--- src/rtl/ple_pkg.sv ---
// ----------------------------------------------------------------------------
// ple_pkg
// Shared sizes, command and status codes and the result record of the
// positional list engine.
// ----------------------------------------------------------------------------
package ple_pkg;

  localparam int unsigned DEPTH  = 16;
  localparam int unsigned IDX_W  = $clog2(DEPTH);
  localparam int unsigned LEN_W  = $clog2(DEPTH + 1);
  localparam int unsigned VAL_W  = 32;
  localparam int unsigned CMD_W  = 3;
  localparam int unsigned STAT_W = 3;

  typedef enum logic [CMD_W-1:0] {
    CMD_INSERT     = 3'd0,
    CMD_REMOVE     = 3'd1,
    CMD_READ       = 3'd2,
    CMD_FIND_FIRST = 3'd3,
    CMD_FIND_ALL   = 3'd4
  } cmd_e;

  typedef enum logic [STAT_W-1:0] {
    ST_OK        = 3'd0,
    ST_FULL      = 3'd1,
    ST_EMPTY     = 3'd2,
    ST_BAD_POS   = 3'd3,
    ST_NOT_FOUND = 3'd4
  } status_e;

  typedef struct packed {
    status_e           status;
    logic [VAL_W-1:0]  read_value;
    logic [IDX_W-1:0]  found_slot;
    logic [LEN_W-1:0]  match_count;
    logic [LEN_W-1:0]  length_now;
    logic              last;
  } res_t;

endpackage

--- src/rtl/positional_list_engine.sv ---
// ----------------------------------------------------------------------------
// positional_list_engine
// Ordered list of signed 32-bit values with insert, remove, read, find-first
// and find-all commands, built around one memory port pair and a sequencer.
// ----------------------------------------------------------------------------
// Sequence: error and unused-code commands answer in the cycle after the start
//   beat; a read answers from S_RD_OUT; an insert shifts the tail up, then writes
//   the value in S_INS_FIN; a remove shifts entries down; the finds walk the list.
// Throughput: one command at a time; busy_o stays high while the memory walk
//   (one entry move or one compare per cycle) is running.
// Results are one-cycle strobes on done_o; the receiver cannot stall them.
// Reset clears the length to zero; the entry memory is not cleared.
module positional_list_engine (
  input  logic                            clk_i,
  input  logic                            rst_ni,
  input  logic                            start_i,
  output logic                            busy_o,
  input  logic [ple_pkg::CMD_W-1:0]       cmd_i,
  input  logic signed [ple_pkg::VAL_W-1:0] item_value_i,
  input  logic [ple_pkg::IDX_W-1:0]       slot_i,
  output logic                            done_o,
  output logic [ple_pkg::STAT_W-1:0]      status_o,
  output logic signed [ple_pkg::VAL_W-1:0] read_value_o,
  output logic [ple_pkg::IDX_W-1:0]       found_slot_o,
  output logic [ple_pkg::LEN_W-1:0]       match_count_o,
  output logic [ple_pkg::LEN_W-1:0]       length_now_o,
  output logic                            last_o
);

  localparam int unsigned IdxW = ple_pkg::IDX_W;
  localparam int unsigned LenW = ple_pkg::LEN_W;
  localparam int unsigned ValW = ple_pkg::VAL_W;

  typedef enum logic [2:0] {
    S_IDLE,
    S_INS,
    S_INS_FIN,
    S_REM,
    S_RD_OUT,
    S_FIND_FIRST,
    S_FIND_ALL
  } state_e;

  // Sequencer state
  state_e            state_q;
  logic [LenW-1:0]   ptr_q;     // walking index, wide enough to hold the length
  logic [IdxW-1:0]   pos_q;     // insert position
  logic [ValW-1:0]   val_q;     // value to insert or search key
  logic [LenW-1:0]   len_q;     // current list length
  logic [LenW-1:0]   cnt_q;     // find-all match count

  // Pipeline marks behind the registered memory read
  logic              wr_pend_q; // rdata_q is to be written back at wr_addr_q
  logic [IdxW-1:0]   wr_addr_q;
  logic              cmp_pend_q; // rdata_q is to be compared, it came from cmp_idx_q
  logic [IdxW-1:0]   cmp_idx_q;

  // Result beat
  logic              done_q;
  ple_pkg::res_t     res_q;

  // Entry memory
  logic [ValW-1:0]   mem_q [ple_pkg::DEPTH];
  logic [ValW-1:0]   rdata_q;
  logic [IdxW-1:0]   mem_raddr;
  logic              mem_we;
  logic [IdxW-1:0]   mem_waddr;
  logic [ValW-1:0]   mem_wdata;

  logic [LenW-1:0]   ptr_dec;
  logic [LenW-1:0]   ptr_inc;
  logic [LenW-1:0]   slot_ext;
  logic [LenW-1:0]   pos_ext;
  logic              hit;

  function automatic ple_pkg::res_t mk_res(input ple_pkg::status_e st,
                                           input logic [ValW-1:0] rv,
                                           input logic [IdxW-1:0] fs,
                                           input logic [LenW-1:0] mc,
                                           input logic [LenW-1:0] ln,
                                           input logic            lst);
    ple_pkg::res_t r;
    r.status      = st;
    r.read_value  = rv;
    r.found_slot  = fs;
    r.match_count = mc;
    r.length_now  = ln;
    r.last        = lst;
    return r;
  endfunction

  assign ptr_dec  = ptr_q - LenW'(1);
  assign ptr_inc  = ptr_q + LenW'(1);
  assign slot_ext = LenW'(slot_i);
  assign pos_ext  = LenW'(pos_q);

  // The one shared comparator: key against the entry read last cycle.
  assign hit = cmp_pend_q && (rdata_q == val_q);

  // Read address: the slot while idle (feeds a read command), else the walk.
  always_comb begin
    case (state_q)
      S_IDLE:       mem_raddr = slot_i;
      S_INS:        mem_raddr = ptr_dec[IdxW-1:0];
      S_REM:        mem_raddr = ptr_inc[IdxW-1:0];
      S_FIND_FIRST: mem_raddr = ptr_q[IdxW-1:0];
      S_FIND_ALL:   mem_raddr = ptr_q[IdxW-1:0];
      default:      mem_raddr = slot_i;
    endcase
  end

  // Write port: move the entry read last cycle, or drop the new value in.
  always_comb begin
    if (state_q == S_INS_FIN) begin
      mem_we    = 1'b1;
      mem_waddr = pos_q;
      mem_wdata = val_q;
    end else begin
      mem_we    = wr_pend_q;
      mem_waddr = wr_addr_q;
      mem_wdata = rdata_q;
    end
  end

  always_ff @(posedge clk_i) begin
    if (mem_we) begin
      mem_q[mem_waddr] <= mem_wdata;
    end
    rdata_q <= mem_q[mem_raddr];
  end

  always_ff @(posedge clk_i or negedge rst_ni) begin
    if (!rst_ni) begin
      state_q    <= S_IDLE;
      ptr_q      <= '0;
      pos_q      <= '0;
      val_q      <= '0;
      len_q      <= '0;
      cnt_q      <= '0;
      wr_pend_q  <= 1'b0;
      wr_addr_q  <= '0;
      cmp_pend_q <= 1'b0;
      cmp_idx_q  <= '0;
      done_q     <= 1'b0;
      res_q      <= '0;
    end else begin
      done_q     <= 1'b0;
      wr_pend_q  <= 1'b0;
      cmp_pend_q <= 1'b0;

      case (state_q)
        S_IDLE: begin
          if (start_i) begin
            case (cmd_i)
              ple_pkg::CMD_INSERT: begin
                if (len_q >= LenW'(ple_pkg::DEPTH)) begin
                  done_q <= 1'b1;
                  res_q  <= mk_res(ple_pkg::ST_FULL, '0, '0, '0, len_q, 1'b1);
                end else if (slot_ext > len_q) begin
                  done_q <= 1'b1;
                  res_q  <= mk_res(ple_pkg::ST_BAD_POS, '0, '0, '0, len_q, 1'b1);
                end else begin
                  ptr_q   <= len_q;
                  pos_q   <= slot_i;
                  val_q   <= item_value_i;
                  state_q <= S_INS;
                end
              end
              ple_pkg::CMD_REMOVE, ple_pkg::CMD_READ: begin
                if (len_q == '0) begin
                  done_q <= 1'b1;
                  res_q  <= mk_res(ple_pkg::ST_EMPTY, '0, '0, '0, len_q, 1'b1);
                end else if (slot_ext >= len_q) begin
                  done_q <= 1'b1;
                  res_q  <= mk_res(ple_pkg::ST_BAD_POS, '0, '0, '0, len_q, 1'b1);
                end else begin
                  ptr_q   <= slot_ext;
                  // rdata_q picks up the slot at this edge for a read
                  state_q <= (cmd_i == ple_pkg::CMD_READ) ? S_RD_OUT : S_REM;
                end
              end
              ple_pkg::CMD_FIND_FIRST, ple_pkg::CMD_FIND_ALL: begin
                if (len_q == '0) begin
                  done_q <= 1'b1;
                  res_q  <= mk_res(ple_pkg::ST_EMPTY, '0, '0, '0, len_q, 1'b1);
                end else begin
                  ptr_q   <= '0;
                  cnt_q   <= '0;
                  val_q   <= item_value_i;
                  state_q <= (cmd_i == ple_pkg::CMD_FIND_ALL) ? S_FIND_ALL : S_FIND_FIRST;
                end
              end
              default: begin
                // unused code: no change, plain ok
                done_q <= 1'b1;
                res_q  <= mk_res(ple_pkg::ST_OK, '0, '0, '0, len_q, 1'b1);
              end
            endcase
          end
        end

        // Shift up from the tail: read ptr-1 now, write it at ptr next cycle.
        S_INS: begin
          if (ptr_q > pos_ext) begin
            wr_pend_q <= 1'b1;
            wr_addr_q <= ptr_q[IdxW-1:0];
            ptr_q     <= ptr_dec;
          end else begin
            state_q <= S_INS_FIN;
          end
        end

        S_INS_FIN: begin
          len_q   <= len_q + LenW'(1);
          done_q  <= 1'b1;
          res_q   <= mk_res(ple_pkg::ST_OK, '0, '0, '0, len_q + LenW'(1), 1'b1);
          state_q <= S_IDLE;
        end

        // Shift down toward the slot: read ptr+1 now, write it at ptr next cycle.
        S_REM: begin
          if (ptr_inc < len_q) begin
            wr_pend_q <= 1'b1;
            wr_addr_q <= ptr_q[IdxW-1:0];
            ptr_q     <= ptr_inc;
          end else begin
            // last pending move lands at this same edge
            len_q   <= len_q - LenW'(1);
            done_q  <= 1'b1;
            res_q   <= mk_res(ple_pkg::ST_OK, '0, '0, '0, len_q - LenW'(1), 1'b1);
            state_q <= S_IDLE;
          end
        end

        S_RD_OUT: begin
          done_q  <= 1'b1;
          res_q   <= mk_res(ple_pkg::ST_OK, rdata_q, '0, '0, len_q, 1'b1);
          state_q <= S_IDLE;
        end

        S_FIND_FIRST: begin
          if (hit) begin
            done_q  <= 1'b1;
            res_q   <= mk_res(ple_pkg::ST_OK, '0, cmp_idx_q, '0, len_q, 1'b1);
            state_q <= S_IDLE;
          end else if (ptr_q < len_q) begin
            cmp_pend_q <= 1'b1;
            cmp_idx_q  <= ptr_q[IdxW-1:0];
            ptr_q      <= ptr_inc;
          end else if (!cmp_pend_q) begin
            done_q  <= 1'b1;
            res_q   <= mk_res(ple_pkg::ST_NOT_FOUND, '0, '0, '0, len_q, 1'b1);
            state_q <= S_IDLE;
          end
        end

        S_FIND_ALL: begin
          if (ptr_q < len_q) begin
            cmp_pend_q <= 1'b1;
            cmp_idx_q  <= ptr_q[IdxW-1:0];
            ptr_q      <= ptr_inc;
          end
          if (hit) begin
            // one beat per match, in ascending order
            done_q <= 1'b1;
            res_q  <= mk_res(ple_pkg::ST_OK, '0, cmp_idx_q, '0, len_q, 1'b0);
            cnt_q  <= cnt_q + LenW'(1);
          end else if ((ptr_q >= len_q) && !cmp_pend_q) begin
            // closing beat carries the count
            done_q  <= 1'b1;
            res_q   <= (cnt_q == '0)
                       ? mk_res(ple_pkg::ST_NOT_FOUND, '0, '0, '0, len_q, 1'b1)
                       : mk_res(ple_pkg::ST_OK, '0, '0, cnt_q, len_q, 1'b1);
            state_q <= S_IDLE;
          end
        end

        default: begin
          state_q <= S_IDLE;
        end
      endcase
    end
  end

  assign busy_o        = (state_q != S_IDLE);
  assign done_o        = done_q;
  assign status_o      = res_q.status;
  assign read_value_o  = res_q.read_value;
  assign found_slot_o  = res_q.found_slot;
  assign match_count_o = res_q.match_count;
  assign length_now_o  = res_q.length_now;
  assign last_o        = res_q.last;

`ifndef NO_ASSERTIONS
  // a beat that is not the final one means the find-all walk is still going
  a_mid_beat_busy: assert property (@(posedge clk_i) disable iff (!rst_ni)
    (done_q && !res_q.last) |-> busy_o)
    else $error("non-final result while sequencer idle");

  // the length never passes the capacity
  a_len_bound: assert property (@(posedge clk_i) disable iff (!rst_ni)
    len_q <= LenW'(ple_pkg::DEPTH))
    else $error("list length beyond capacity");

  // an accepted command either starts a walk or answers at once
  a_start_reacts: assert property (@(posedge clk_i) disable iff (!rst_ni)
    (start_i && !busy_o) |=> (busy_o || done_q))
    else $error("accepted command produced neither work nor result");

  // no entry move may still be in flight once the sequencer is idle
  a_no_stray_write: assert property (@(posedge clk_i) disable iff (!rst_ni)
    (state_q == S_IDLE) |-> !wr_pend_q)
    else $error("memory write pending while idle");

  // the length only moves on the cycle a result is produced
  a_len_on_done: assert property (@(posedge clk_i) disable iff (!rst_ni)
    (len_q != $past(len_q)) |-> done_q)
    else $error("length changed without a result beat");
`endif

endmodule
--- config.mk ---
export PLATFORM = sky130hd
export DESIGN_NAME = positional_list_engine
export DESIGN_NICKNAME = d
export VERILOG_FILES = /design/src/rtl/ple_pkg.sv /design/src/rtl/positional_list_engine.sv
export SDC_FILE = /design/constraint.sdc
export NUM_CORES = 1
export LEC_CHECK = 0
export BUFFER_PORTS_ARGS = -buffer_cell sky130_fd_sc_hd__buf_2
export CORE_MARGIN = 5
export CORE_UTILIZATION = 40
export CTS_CLUSTER_SIZE = 28
export DETAILED_ROUTE_END_ITERATION = 10
export PLACE_DENSITY_LB_ADDON = 0.1
export RECOVER_POWER = 100
export SKIP_CTS_REPAIR_TIMING = 1
export SYNTH_ARGS = -nofsm -noshare
export SYNTH_HDL_FRONTEND = slang
export SYNTH_SLANG_ARGS = --single-unit
--- constraint.sdc ---
create_clock -name clk_i -period 9.5 [get_ports clk_i]
set_clock_uncertainty 0.2 [all_clocks]
set_input_delay 0.475 -clock clk_i [delete_from_list [all_inputs] [get_ports clk_i]]
set_output_delay 0.475 -clock clk_i [all_outputs]
set_load 0.05 [all_outputs]
# ---- After elaboration in Yosys (flattened, before gate mapping)
# Memories as Yosys holds them, arrays and structs flattened. A register that Yosys moved wholly into a read port is not among the register bits.
# Index checks and enable logic that the tools add are counted.
dict set report op_classes {
  muxes 86
  order_cmp 7
  n_eq_ne 37
  n_bitwise 2
  n_addsub 5
  n_reduce_logical 28
}
# cell count
set ops {}
lappend ops {{$mux 50} 13}
lappend ops {{$pmux 50 s6} 1}
lappend ops {{$pmux 50 s3} 1}
lappend ops {{$mux 32} 4}
lappend ops {{$mux 5} 14}
lappend ops {{$pmux 32 s2} 1}
lappend ops {{$mux 3} 14}
lappend ops {{$eq 32x32->1} 1}
lappend ops {{$ne 3x3->1 const B} 9}
lappend ops {{$ne 2x2->1 const B} 13}
lappend ops {{$pmux 5 s5} 1}
lappend ops {{$mux 4} 5}
lappend ops {{$pmux 5 s2} 2}
lappend ops {{$mux 1} 19}
lappend ops {{$pmux 4 s2} 2}
lappend ops {{$add 5x1->5 const B} 3}
lappend ops {{$pmux 3 s5} 1}
lappend ops {{$pmux 5 s3} 1}
lappend ops {{$reduce_and 13->1} 1}
lappend ops {{$eq 3x2->1 const B} 4}
lappend ops {{$eq 3x3->1 const B} 4}
lappend ops {{$pmux 4 s3} 1}
lappend ops {{$reduce_and 11->1} 1}
lappend ops {{$logic_not 5->1} 2}
lappend ops {{30 further kinds} 47}
dict set report totals {
  ramBits 512
  register_bits 115
  memories 1
  output_inout_bits 52
  elab_cells 183
}
# memory depth word_bits rd rd_clocked_by_memory_dff wr line
set mem_list {}
lappend mem_list {mem_q 16 32 1 1 1 positional_list_engine.sv:63} ;# logic [ValW-1:0] mem_q [ple_pkg::DEPTH];

# ---- Depth between registers and ports, before layout
# Gate-level depths: netlist of run 1.
dict set report logic_depth {
  depth_word 7
  ltp_mapped 13
}

# ---- Worst setup path before layout of run 1
# Ideal clock, no wire load.
dict set report synth_timing {
  path_kind {reg-to-reg}
  from {register state_q[0]}
  to {memory mem_q[0][0] (netlist name) (enable)}
  synth_period_minus_slack_ps 3759
  arrival_time_ps 3138
  setup_ps 421
  slack_ps 5741
  stages_incl_launch_ff 8
  path_cell_list {dfrtp_1 > buf_2 > buf_2 > nor3_1 > clkbuf_1 > buf_2 > a31oi_1 > nor2_1}
}
dict set report synth_between {
  elab_chain_len 4
}
# element line
set synth_rtl {}
lappend synth_rtl {{from (decl)} positional_list_engine.sv:45} ;# state_e state_q;
lappend synth_rtl {{from (signal assigned)} positional_list_engine.sv:179} ;# state_q <= (cmd_i == ple_pkg::CMD_READ) ? S_RD_OUT : S_REM;
lappend synth_rtl {{from (signal assigned)} positional_list_engine.sv:190} ;# state_q <= (cmd_i == ple_pkg::CMD_FIND_ALL) ? S_FIND_ALL : S_FIND_FIRST;
lappend synth_rtl {{$eq 3x2->1 *} positional_list_engine.sv:114} ;# if (state_q == S_INS_FIN) begin
lappend synth_rtl {{$mux 1} positional_list_engine.sv:114}
lappend synth_rtl {{$mux 1} positional_list_engine.sv:126} ;# if (mem_we) begin
lappend synth_rtl {{$mux 1 (not written as such)} positional_list_engine.sv:127} ;# mem_q[mem_waddr] <= mem_wdata;
lappend synth_rtl {{to (decl)} positional_list_engine.sv:63}
# Mark *: on every way between the ends. The rest lies on a longest branch, timed or not.

# ---- Worst setup path after layout of run 1
dict set report layout_timing {
  from {register state_q[1]}
  to {memory mem_q[0][29] (netlist name) (enable)}
}
# The elaborated chain is that of the path after synthesis.

==> results of run 1 <==
-- cells in the mapped netlist, types with 4 or more instances --
cell type,count
a211oi_1,5
a21o_1,5
a21oi_1,87
a22o_1,39
a22oi_1,131
a31oi_1,11
and2_1,6
and3_1,5
buf_2,59
buf_4,6
clkbuf_1,25
dfrtp_1,115
dfxtp_1,32
edfxtp_1,512
ha_1,25
inv_1,31
mux2_1,9
mux2_2,81
mux2i_1,268
nand2_1,62
nand3_1,9
nand4_1,9
nor2_1,48
nor2b_1,6
nor3_1,13
nor3b_1,4
nor4_1,6
o21ai_0,20
xnor2_1,47
xor2_1,8
-- stage by stage --
stage	std cells	utilization (%)	worst slack (ps)	hold WS [ps]
global route	2816	46.4	2340	90.4
finish	2817	46.4	2650	91.5
global placement	2652	42.7	4820	262
CTS	2783	46.1	4780	-392
floorplan	1745	-	5740	-20.6
detailed placement	2652	42.7	4820	264
-- state kept, by name, summed over array words and instances (netlist names), 32 cells and up --
name,cells
mem_q,512
rdata_q,32
read_value_o,32
val_q,32
-- logic make-up (layout without fill, tap and decap cells) --
logic type,count (synthesis),count (layout)
buffers and inverters,124,322
AOI/OAI and AO/OA,333,333
xor gates and xnor gates,55,55
other,0,1
and+or+nand+nor,190,190
adders and majority gates,26,26
DFF,659,659
muxes,358,358
-- layout make-up --
type	instances	share of cell area, %
clock buffers	113	6.71
inverters	31	0.372
diodes	1	0.00800
repair buffers	160	3.10
well taps	873	3.49
multi-input cells	962	25.3
clock inverters	18	0.580
flip-flops and latches	659	60.4
-- per-layer routing --
layer  share of wire [%]  vias up
met2                  49      302
met4                 1.9        0
li1                    -     7071
met5                   0        -
met1                  46     7974
met3                 3.8       84
-- where the power goes --
| part | total (uW) | internal (uW) | switching (uW) |
|---|---|---|---|
| combinational | 4410 | 1490 | 2920 |
| sequential | 4510 | 4130 | 373 |
| clock | 2690 | 1600 | 1090 |
| total | 11600 | 7230 | 4380 |
-- worst max path at each step --
stage          startpoint               end  cells after the start
3_5_place_dp     ptr_q[2]   length_now_o[1]                     11
4_1_cts          ptr_q[2]  match_count_o[1]                     11
6_report       state_q[1]      mem_q[0][29]                      6
2_1_floorplan  state_q[0]       mem_q[0][0]                      7
3_3_place_gp     ptr_q[2]   length_now_o[0]                     11
5_1_grt        state_q[1]       mem_q[0][3]                      6
-- cell usage in the layout, fill, tap and decap left out, types with 47 or more instances in the layout --
cell type,instances
nand2_1,62
mux2i_1,268
dfrtp_1,115
a21oi_1,87
a22oi_1,131
xnor2_1,47
mux2_2,49
edfxtp_1,512
clkbuf_1,90
clkbuf_16,75
==> run_results.csv, run 1 <==
group,metric,value,unit
worst_hold_path,hold_start,"slot_i[2]",
global_route,use_met2,31.7,%
clock_tree,root_buffer,"clkbuf_16",
power,power_density,371,nW/um^2
routing,wl,70.9,mm
placed_design,port_buffers,93,
sta,hold_viol,0,
clock_tree,cts.clk_slew.worst_paths,60,ps
final_layout,drive_gt1_share,12.4,%
floorplan,dieArea,73400,sq um
worst_setup_path,regToRegEndpoint,"mem_q[0][29]",
worst_setup_path,r2r-start,"state_q[1]",
logic_synthesis,synth_compound_area_share,8.58,%
global_route,grt_max_degree,111,
worst_setup_path,reg2reg_depth,6,
logic_synthesis,syn_area,27200,sq um
power,ir_drop,0.225,mV
clock_tree,cts_buffers,72,
power,power.total,11600,uW
sta,drv_slew,239,
floorplan,ios,94,
routing,drt_iter0_drc,1225,
logic_synthesis,syn_avg_cell_area,15.6,sq um
worst_setup_path,cp_num_buf_inv,3,
logic_synthesis,muxShareOfSynthArea,13.6,%
worst_setup_path,path_class,"flop to flop",
logic_synthesis,synth-main-ff-cell,"edfxtp_1",
sta,rsz0062_at_grt,"false",
final_layout,finalNetCount,1953,
sta,fin_crit_sh,72.1,%
sta,fin_crit,6850,ps
final_layout,n_fill_cell,5857,
clock_tree,cts_tree,"done",
logic_synthesis,synth-xor-area-share,1.77,%
sta,slew_headroom,-108,%
logic_synthesis,synth_top_family_by_area,"multiplexers",
sta,setup_viol,0,
logic_synthesis,synth_nets,1812,
worst_setup_path,r2r_slack,2650,ps
global_route,use_met1,26.2,%
floorplan,die_w,271,um
logic_synthesis,async_reset_ff_share,17.5,%
worst_setup_path,slowest_delay,1750,ps
routing,vias,15400,
logic_synthesis,synth_top_area_share,56.4,%
global_route,grt-ovfl-total,0,
logic_synthesis,yosysTopAreaCell,"edfxtp_1",
worst_hold_path,min_to,"pos_q[2]",
run_status,status,"complete, but fails checks",
logic_synthesis,yosys.area_share.simple,3.48,%
routing,wire_per_inst,25.2,um
logic_synthesis,synth-edff-count,512,
worst_setup_path,arrival,6840,ps
worst_setup_path,cp_max_fo,35,
final_layout,design_area,31300,sq um
run,cap_viol_max_count,9,
sta,max_freq,146,MHz
floorplan,die_h,271,um
logic_synthesis,synth_fa_ha_area_share,1.18,%
worst_setup_path,crit_family,"buffers and inverters",
sta,tightest_slew,3130,ps
floorplan,row_count,95,
global_route,grt_pass1_vias,15400,
placed_design,routabilityCongestion,0.836,
global_route,grtUsageMet3,2.71,%
floorplan,core_area,67400,sq um
routing,drc,0,
worst_setup_path,cp-end-kind,"flop",
worst_setup_path,worst_setup_path_start_kind,"flop",
clock_tree,cts_sinks,659,
sta,tns,0,ps
worst_setup_path,slowest_stage,"clkbuf_1",
routing,via_per_inst,5.48,
routing,final_antenna_net_count,0,
floorplan,initial_core_util,40.4,%
worst_setup_path,cpMostUsedCell,"clkbuf_1",
logic_synthesis,syn_inst,1745,
routing,first_pass_iters,5,
logic_synthesis,ys_warn_count,0,
placed_design,postPlaceCellArea,28800,sq um
logic_synthesis,synth-seq-area-share,69.3,%
run_status,violations,"capacitance limit, slew limit",
logic_synthesis,synth_seq_cells,659,
power,p_leak,0.0112,uW
worst_setup_path,cp_data_required_time,9490,ps
final_layout,multiInputGateArea,7910,sq um
global_route,track_usage,19.0,%
clock_tree,clockBufferDepth,3,
logic_synthesis,synth_cell_types,75,
global_route,grt_most_used_layer,"met2",
final_layout,synthToLayoutAreaGrowth,14.8,%
worst_setup_path,crit_chain,"inv_1 -> nor3_1 -> clkbuf_1 -> a31oi_1 -> nor2_4 -> clkbuf_1",
logic_synthesis,ys_top_cells_by_area,"edfxtp_1, dfrtp_1, mux2i_1",
global_route,grt_pass1_wl,104,mm
final_layout,register_area,18900,sq um
worst_hold_path,whs_path_depth,2,
worst_hold_path,hp-class,"input pin to flop",
placed_design,dp_hpwl,38.0,mm
clock_tree,htree_levels,3,
global_route,antenna_found_initial,2,
clock_tree,clk_latency,600,ps
No activity file was read; power rests on OpenSTA's default activity.
==> inputs of run 2 (changes only) <==
==> constraint.sdc (replaced) <==
create_clock -name clk_i -period 6.55 [get_ports clk_i]
set_clock_uncertainty 0.2 [all_clocks]
set_input_delay 0.3275 -clock clk_i [delete_from_list [all_inputs] [get_ports clk_i]]
set_output_delay 0.3275 -clock clk_i [all_outputs]
set_load 0.05 [all_outputs]
==> run 2 against run 1 <==
  * The run still ends with capacitance limit, slew limit left
  * Die area did not move
  * Register-to-register slack got worse by 1500 ps
  * Global-route usage is 0.61 points higher
  * Cell count up 0.32%
  * Critical path depth stayed put
  * Flip-flop and latch count did not move
  * Clock-buffer cell count down 3
  * Utilization up 0.17 points
  * Setup slack got worse by 1500 ps
  * Clock power up 50%
  * Combinational power up 49%
  * Highest routed layer unchanged
==> run_results.csv, run 2 (synthesis gave the netlist of run 1 again) <==
group,metric,value,unit
worst_setup_path,r2r-start,"state_q[1]",
worst_setup_path,path_class,"flop to flop",
clock_tree,htree_levels,3,
worst_hold_path,whs_path_depth,4,
worst_setup_path,cp-end-kind,"flop",
sta,setup_slack,1130,ps
sta,hold_viol,0,
placed_design,dp_cells,2654,
run_status,status,"complete, but fails checks",
routing,drt_iter0_drc,1202,
worst_setup_path,r2r_slack,1130,ps
sta,fin_crit,5420,ps
clock_tree,root_buffer,"clkbuf_16",
clock_tree,cts_sinks,659,
sta,slew_headroom,-168,%
global_route,grt_pass1_wl,107,mm
final_layout,drive_gt1_share,12.3,%
clock_tree,cts.clk_slew.worst_paths,60,ps
final_layout,n_fill_cell,5885,
routing,drc,0,
floorplan,die_h,271,um
routing,first_pass_iters,5,
worst_setup_path,cp_max_fo,35,
global_route,track_usage,19.6,%
floorplan,core_area,67400,sq um
worst_setup_path,cp_data_required_time,6570,ps
power,p_leak,0.0113,uW
global_route,antenna_found_initial,1,
final_layout,final_cells,2826,
placed_design,routabilityCongestion,0.867,
sta,tns,0,ps
floorplan,die_w,271,um
floorplan,dieArea,73400,sq um
sta,fin_crit_sh,82.8,%
worst_setup_path,worst_setup_path_start_kind,"flop",
sta,timing.hold.ws,47.2,ps
final_layout,design_area,31400,sq um
final_layout,antenna_cells,0,
worst_hold_path,hold_start,"start_i",
floorplan,ios,94,
final_layout,synthToLayoutAreaGrowth,15.2,%
routing,wire_per_inst,25.9,um
placed_design,port_buffers,93,
floorplan,row_count,95,
worst_hold_path,hp-class,"input pin to flop",
clock_tree,cts_tree,"done",
worst_setup_path,reg2reg_depth,6,
global_route,grt_pass1_vias,15700,
final_layout,layout_common_cells,"edfxtp_1, mux2i_1, a22oi_1",
final_layout,final_common_cell,"edfxtp_1",
placed_design,dp_slack,1900,ps
global_route,grt_max_degree,101,
routing,via_per_inst,5.52,
sta,tightest_slew,4010,ps
worst_setup_path,setup.worst_path.start,"state_q[1]",
sta,setup_viol,0,
routing,wl,73.1,mm
worst_setup_path,arrival,5440,ps
run,cap_viol_max_count,16,
clock_tree,clockBufferDepth,3,
worst_hold_path,min_to,"state_q[2]",
power,power_density,546,nW/um^2
clock_tree,clk_latency,610,ps
placed_design,postPlaceCellArea,28900,sq um
global_route,grt-ovfl-total,0,
sta,rsz0062_at_grt,"false",
final_layout,largest_reg_flops,512,
clock_tree,cts_buffers,73,
run_status,violations,"capacitance limit, slew limit",
routing,final_antenna_net_count,0,
final_layout,largest-register,"mem_q",
routing,vias,15600,
sta,max_freq,184,MHz
placed_design,dp_hpwl,41.9,mm
sta,drv_slew,357,
worst_setup_path,regToRegEndpoint,"mem_q[9][4]",
floorplan,initial_core_util,40.4,%
final_layout,finalNetCount,1960,
power,ir_drop,0.495,mV
==> run 2: cell types whose count changed in the layout (fill, tap and decap cells not counted), sizes merged <==
cell | previous run | this run
buf | 67 | 60
clkbuf | 173 | 179
clkinv | 15 | 19
dlygate4sd3 | 33 | 37
clkinvlp | 0 | 2
bufinv | 3 | 4
diode | 1 | 0
==> run 2: worst max-delay path: stages, from the launching register on <==
cell,delay [ps]
dfrtp_1,940
inv_1,280
nor3_1,290
buf_4,510
a31oi_1,370
nor2_1,1520
clkbuf_2,860
==> run 2: worst max-delay path by stage <==
| stage | slack (ps) | to | cells past startpoint |
|---|---|---|---|
| after floorplan | 2790 | mem_q[0][0] | 7 |
| after global placement | 1960 | length_now_o[1] | 11 |
| after detailed placement | 1900 | match_count_o[0] | 11 |
| after CTS | 1900 | match_count_o[0] | 11 |
| after global routing | 870 | mem_q[9][4] | 6 |
| final | 1130 | mem_q[9][4] | 6 |
==> run 2: final cells by class <==
type | count | area, sq um | area share [%]
clock buffer | 110 | 2140 | 6.83
clock inverter | 25 | 231 | 0.738
inverter | 31 | 116 | 0.371
multi-input combinational | 962 | 7860 | 25.0
sequential | 659 | 18900 | 60.2
tap | 873 | 1090 | 3.48
timing repair buffer | 166 | 1050 | 3.35
==> run 2: report_power, final <==
group / leakage, uW / switching (uW) / total [uW] / internal (uW)
Combinational: 0.00382 / 4350 / 6550 / 2200
Clock: 0.00116 / 1610 / 4030 / 2420
Sequential: 0.00633 / 556 / 6560 / 6000
==> run 2: metal layers <==
layer  up-vias  track usage [%]  part of all wire, %
met4         0             4.80                  2.2
met3        95             3.21                  3.9
met5         -                0                    0
met1      8045             27.7                   46
met2       363             31.8                   48
li1       7103                -                    -
==> run 2: metrics by stage <==
step / util [%] / power, uW
2_1_floorplan: - / 11000
3_3_place_gp: 42.8 / 13300
3_5_place_dp: 42.8 / 13400
4_1_cts: 46.3 / 17400
5_1_grt: 46.6 / 18100
6_report: 46.6 / 17100
